## src/hw/rtl/kawasaki_two_temperature_exchange_macros.svh

```systemverilog
// Assertion helpers used by the top-level RTL file.
`ifndef KAWASAKI_TWO_TEMPERATURE_EXCHANGE_MACROS_SVH
`define KAWASAKI_TWO_TEMPERATURE_EXCHANGE_MACROS_SVH

`ifndef SYNTHESIS
`define KTTE_ASSERT_IMP(label, clk, rst_n, ante, cons, msg) \
    label: assert property (@(posedge clk) disable iff (!rst_n) (ante) |-> (cons)) \
        else $error(msg);
`define KTTE_ASSERT_NXT(label, clk, rst_n, ante, cons, msg) \
    label: assert property (@(posedge clk) disable iff (!rst_n) (ante) |=> (cons)) \
        else $error(msg);
`else
`define KTTE_ASSERT_IMP(label, clk, rst_n, ante, cons, msg)
`define KTTE_ASSERT_NXT(label, clk, rst_n, ante, cons, msg)
`endif

`endif

```

## src/hw/rtl/ktte_pkg.sv

```systemverilog
package ktte_pkg;

    localparam int SIDE_DEFAULT          = 64;
    localparam int FRACTION_BITS_DEFAULT = 24;

    localparam int OP_W        = 2;
    localparam int DIR_W       = 2;
    localparam int COORD_W     = 6;
    localparam int ROLL_W      = 24;
    localparam int ENERGY_W    = 4;
    localparam int CFG_INDEX_W = 3;
    localparam int CFG_DATA_W  = 25;
    localparam int REG_COUNT   = 6;

    localparam logic [CFG_INDEX_W-1:0] REG_VERT_1 = 3'd0;
    localparam logic [CFG_INDEX_W-1:0] REG_VERT_2 = 3'd1;
    localparam logic [CFG_INDEX_W-1:0] REG_VERT_3 = 3'd2;
    localparam logic [CFG_INDEX_W-1:0] REG_HORZ_1 = 3'd3;
    localparam logic [CFG_INDEX_W-1:0] REG_HORZ_2 = 3'd4;
    localparam logic [CFG_INDEX_W-1:0] REG_HORZ_3 = 3'd5;

    typedef enum logic [OP_W-1:0] {
        OP_WRITE   = 2'd0,
        OP_READ    = 2'd1,
        OP_SHUFFLE = 2'd2,
        OP_METRO   = 2'd3
    } op_t;

    typedef enum logic [DIR_W-1:0] {
        DIR_UP    = 2'd0,
        DIR_DOWN  = 2'd1,
        DIR_RIGHT = 2'd2,
        DIR_LEFT  = 2'd3
    } dir_t;

    typedef enum logic [2:0] {
        S_IDLE,
        S_READ,
        S_WAIT,
        S_EVAL,
        S_WR_A,
        S_WR_B,
        S_DONE
    } state_t;

    typedef struct packed {
        logic                swap;
        logic                write_a;
        logic                write_b;
        logic                site;
        logic [ENERGY_W-1:0] energy;
    } eval_res_t;

endpackage

```

## src/hw/rtl/ktte_ram.sv

```systemverilog
module ktte_ram #(
    parameter int WIDTH = ktte_pkg::SIDE_DEFAULT,
    parameter int DEPTH = ktte_pkg::SIDE_DEFAULT
) (
    input  logic                     aclk,
    input  logic                     wr_en,
    input  logic [$clog2(DEPTH)-1:0] wr_addr,
    input  logic [WIDTH-1:0]         wr_data,
    input  logic                     rd_en,
    input  logic [$clog2(DEPTH)-1:0] rd_addr,
    output logic [WIDTH-1:0]         rd_data
);

    logic [WIDTH-1:0] mem [DEPTH];

    always_ff @(posedge aclk) begin
        if (wr_en) begin
            mem[wr_addr] <= wr_data;
        end
        if (rd_en) begin
            rd_data <= mem[rd_addr];
        end
    end

endmodule

```

## config.mk

```make
export PLATFORM = sky130hd
export DESIGN_NAME = ktte_ram
export DESIGN_NICKNAME = d
export VERILOG_FILES = /design/src/hw/rtl/kawasaki_two_temperature_exchange_macros.svh /design/src/hw/rtl/ktte_pkg.sv /design/src/hw/rtl/ktte_ram.sv
export SDC_FILE = /design/constraint.sdc
export NUM_CORES = 2
export LEC_CHECK = 0
export BUFFER_PORTS_ARGS = -buffer_cell sky130_fd_sc_hd__buf_2
export CAP_MARGIN = 25
export CORE_ASPECT_RATIO = 2
export CORE_MARGIN = 1
export CORE_UTILIZATION = 31
export CTS_CLUSTER_DIAMETER = 80
export DETAILED_ROUTE_END_ITERATION = 6
export PLACE_DENSITY = 0.54
export RECOVER_POWER = 25
export SYNTH_ARGS = -nofsm -noshare
export SYNTH_HDL_FRONTEND = slang
export SYNTH_SLANG_ARGS = --single-unit
export TNS_END_PERCENT = 5
```

## constraint.sdc

```tcl
create_clock -name aclk -period 9.3 [get_ports aclk]
set_input_delay 1.86 -clock aclk [delete_from_list [all_inputs] [get_ports aclk]]
set_output_delay 1.86 -clock aclk [all_outputs]
set_load 0.005 [all_outputs]
```

---- Yosys cells after proc, flatten, opt, wreduce, memory -nomap -nowiden ----
Memories as Yosys holds them, arrays and structs flattened. A register that Yosys moved wholly into a read port is not among the register bits.
Cells that the tools add are included.
word-level totals
  flip-flop bits (word level) ............. 0
  memory bits (writable) .................. 4096
  input bits .............................. 79
  output and inout port bits .............. 64
  word-level logic and storage cells ...... 3
  memories ................................ 1
operators by class
  muxes and demuxes ....................... 2
memory list
  memory  depth  bits a word  rd ports  clocked after memory_dff  write ports  line            text
  mem     64     64           1         1                         1            ktte_ram.sv:14  logic [WIDTH-1:0] mem [DEPTH];
operators with widths
  kind     number
  $mux W1  2

---- Logic depth before layout (Yosys ltp) ----
  word-level depth ........................ 2
  depth in mapped cells ................... 9

---- Least setup slack after synthesis ----
Ideal clock, no wire load.
  path kind ............................... input to register
  start point ............................. input wr_addr[3]
  end point ............................... memory mem[48][0] (netlist bit), enable pin
  library setup time ...................... 0.564 ns
  data arrival time ....................... 6.732 ns
  path slack .............................. 2.004 ns
  cell stages on the path ................. 4
  path buffers ............................ 1
  path through ............................ clkbuf_1 -> nor2b_1 -> nand4b_1 -> nor3_1
RTL lines
  what             line            text
  start, declared  ktte_ram.sv:7   input logic [$clog2(DEPTH)-1:0] wr_addr,
  end, declared    ktte_ram.sv:14
No word-level cell before the write port.

==> metrics.md <==
| Metric | Value |
|---|---|
| Core region area | between 500,000 and 600,000 µm² |
| Total I/O pin count | 143 |
| Half-perimeter wire length of the detailed placement result | about 270 mm |
| Simple logic cell fraction of the synthesized area | about 1.2% |
| Via count | about 75k |
| Wirelength per Cell | about 35 µm |
| Initial standard-cell utilization of the core | 31.1% |
| Number of buffers created by CTS | 348 |
| Residual overflow from global routing | 0 |
| Max-slew violations | about 2.0k |
| Final critical-path required period | approximately 4.7 ns |
| Critical path launch point | rd_addr[0] |
| Most instantiated flip-flop cell in the synthesis netlist | edfxtp_1 |
| Transition at the pin with the smallest max-transition slack | 2.69 ns |
| Synth Area in Compound Gates | under 10% |
| Total cell area at the placement stage | roughly 170,000 µm² |
| Met2 usage | between 30% and 40% |
| Max-slew headroom | -79.5% |
| Resized Gates After CTS | 0 |
| Reg2Reg Setup Slack | 6.86 ns |
| Top achievable clock speed | roughly 210 MHz |
| Worst Hold End | rd_data[26] |
| Combined area of the multi-input logic cells | 30,800 µm² |
| Required time worst endpoint | 10.01 ns |
| Most area-hungry cell type in the Yosys netlist | edfxtp_1 |
| Dominant cells by area after synthesis | edfxtp_1 (80%), mux4_2 (15%), mux2i_1 (0.86%), a22oi_1 (0.80%), buf_2 (0.54%) |
| Maximum level of the CTS H-tree | 5 |
| Crit path kind | in2reg |
| Outcome | finished with violations |
| Crit Reg-Reg Endpoint | rd_data[32] |
| Startpoint of the most critical register-to-register path | mem[7][32] |
| Share of synthesized area occupied by flip-flops and latches | about four fifths |
| Maximum ir drop on the vdd rail | about 0.00015 V |
| GRT met3 Usage | under 10% |
| Nature of the critical path endpoint | flop |
| Clock input transition at the sequential cells of the worst setup and hold paths | around 0.070 ns |
| Detail-routed via count per cell | between 5 and 6 |
| Share of cells above drive strength 1 | 27.4% |
| Buffers inserted during post-CTS setup optimization | 0 |
| Hold Violations, Final | 0 |
| Post-Synthesis Net Count | around 6.7k |
| Post-synth cell types | 32 |
| First-pass DRT Iterations | 7 |
| Fraction of the mapped netlist area in adder cells | 0% |
| Total number of nets in the final design | 7,078 |
| Share of synthesized area spent on multiplexers | 15.6% |
| Number of antenna violations at the first check in global routing | 54 |
| Synthesized flop and latch total | 4,160 |
| Avg Cell Area, Syn | between 20 and 25 µm² |
| Share of the core filled with cells | between 30% and 40% |
| Hold Crit Start | mem[62][26] |
| Global-route wire length before repair | roughly 660 mm |
| Max-capacitance violation count | 33 |
| Area Growth Syn to Fin | 14.1% |
| Area taken by flip-flops and latches | 125,000 µm² |
| Setup repair after global routing missed its margin | no |
| Top post-synthesis cells by count | edfxtp_1 (4,160), mux4_2 (1,024), buf_2 (170) |
| Synthesized-area fraction occupied by xor and xnor cells | 0% |
| Total non-filler cell area in the finished layout | around 180,000 µm² |
| Min-Delay Path Depth | 4 |
| Antenna violation net count after detailed routing | 0 |
| Floorplan row count | between 300 and 400 |
| DRT iter0 DRCs | between 8k and 9k |
| Vias in the first global route | 78.4k |
| Final-report setup violation count | 0 |
| Cell count of the worst reg-to-reg path | 4 |
| Leakage power total | roughly 54 nW |
| Worst Hold Class | reg2reg |
| Routability cong. | slightly below 0.8 |
| Detailed Route WL | just under 500 mm |
| CP Launch Type | input pin |
| Most frequent cell after synthesis | edfxtp_1 |
| Die area | between 500,000 and 600,000 µm² |
| Final clock skew | approximately 0.045 ns |
| Ys Warns | 0 |
| Worst-skew pair later-pin latency | 0.95 ns |
| Met1 track utilization from global routing | a little over a fifth |
| Number of buffers added on ports | 142 |
| Area share of the largest cell type after synthesis | 79.6% |
| Cell Area, Synth | 157,000 µm² |
| TNS Setup | 0 ns |
| Critical path arrival | about 5.4 ns |
| Fill count | approximately 46k |
| Power density relative to cell area | ~210 nW/µm² |
| Number of instances in the synthesized netlist | about 6.6k |
| TritonCTS clock tree | yes |
| Number of design rule violations left after detail routing | between 40 and 50 |
| Hold buffer count at CTS | 0 |
| Clk sinks | about 4.2k |
| Maximum number of buffers from clock root to sink | 4 |
| Main combinational cell family by area after synthesis | multiplexers |
| Failing checks | design-rule violations, max-capacitance violations, max-slew violations |
| Height of the die | about 1 mm |
| Number of flops mapped to enable cells by yosys | 4,160 |
| Clock tree root driver cell | clkbuf_16 |
| Async set-reset flop share out of synthesis | 0% |
| Peak-usage layer in the global routing report | met2 |
| Overall global routing resource usage | a little under a fifth |
| Pin count of the biggest net entering global routing | between 100 and 150 |
| Critical Path Fanout Max | 87 |
| Post-route fraction of the period consumed by the critical path | between 50% and 60% |
| Die Width | 505 µm |
-- flip-flops by register name, summed over array words and instances (netlist names) --
register  count
mem        4096
rd_data      64
-- placed cells by master, fill, tap and decap left out, drive strengths merged, types with 83 or more instances in the layout --
master  Yosys  routed
o22ai      83      83
buf       230     359
nor2      112     112
a22oi     168     168
a22o       88      88
mux2i     135     135
clkbuf    140     465
clkinv      0     149
mux4     1024    1024
edfxtp   4160    4160
-- final cells by class --
cell class	instances	share of cell area [%]
clock inverter	226	1.42
clock buffer	403	5.01
antenna	41	0.0573
multi-input combinational	2049	17.2
sequential	4160	69.8
timing repair buffer	421	1.87
inverter	19	0.0398
tap	6678	4.67
-- critical path, cell delays in order --
cell,delay [ns]
buf_12,0.51
buf_12,0.53
buf_4,0.71
mux4_2,0.59
o221ai_1,0.38
o22ai_1,0.17
and3_1,0.18
-- metal layers --
layer,wire (µm),vias to the layer above
met1,171000,42000
met5,104,-
met2,268000,2855
li1,-,29300
met4,23400,18
met3,26300,837
-- through the flow --
step	worst slack, ns	power, mW	std cells	hold WS (ns)
5_1_grt	4.36	38.8	14000	0.973
2_1_floorplan	2.00	22.2	6598	0.865
3_5_place_dp	3.46	23.1	13300	0.913
6_report	4.57	37.8	14000	0.923
4_1_cts	4.50	38.1	13900	0.928
3_3_place_gp	3.27	23.0	13300	0.899
-- how the worst max path moves through the flow --
stage,end,slack [ns],depth (start not counted)
5_1_grt,rd_data[12],4.36,7
4_1_cts,rd_data[10],4.50,6
2_1_floorplan,mem[48][0],2.00,4
6_report,rd_data[12],4.57,7
3_3_place_gp,rd_data[22],3.27,7
3_5_place_dp,rd_data[10],3.46,6
-- power breakdown --
| part | internal [mW] | switching [mW] |
|---|---|---|
| Sequential | 20.8 | 0.0773 |
| Clock | 8.22 | 6.96 |
| Combinational | 0.640 | 1.14 |
-- kinds of logic after synthesis --
| logic type | count (synthesis) |
|---|---|
| AO/OA/AOI/OAI | 504 |
| buffers and inverters | 389 |
| AND/OR/NAND/NOR | 386 |
| multiplexers | 1159 |
| flip-flops | 4160 |
No activity file was read; power rests on OpenSTA's default activity.
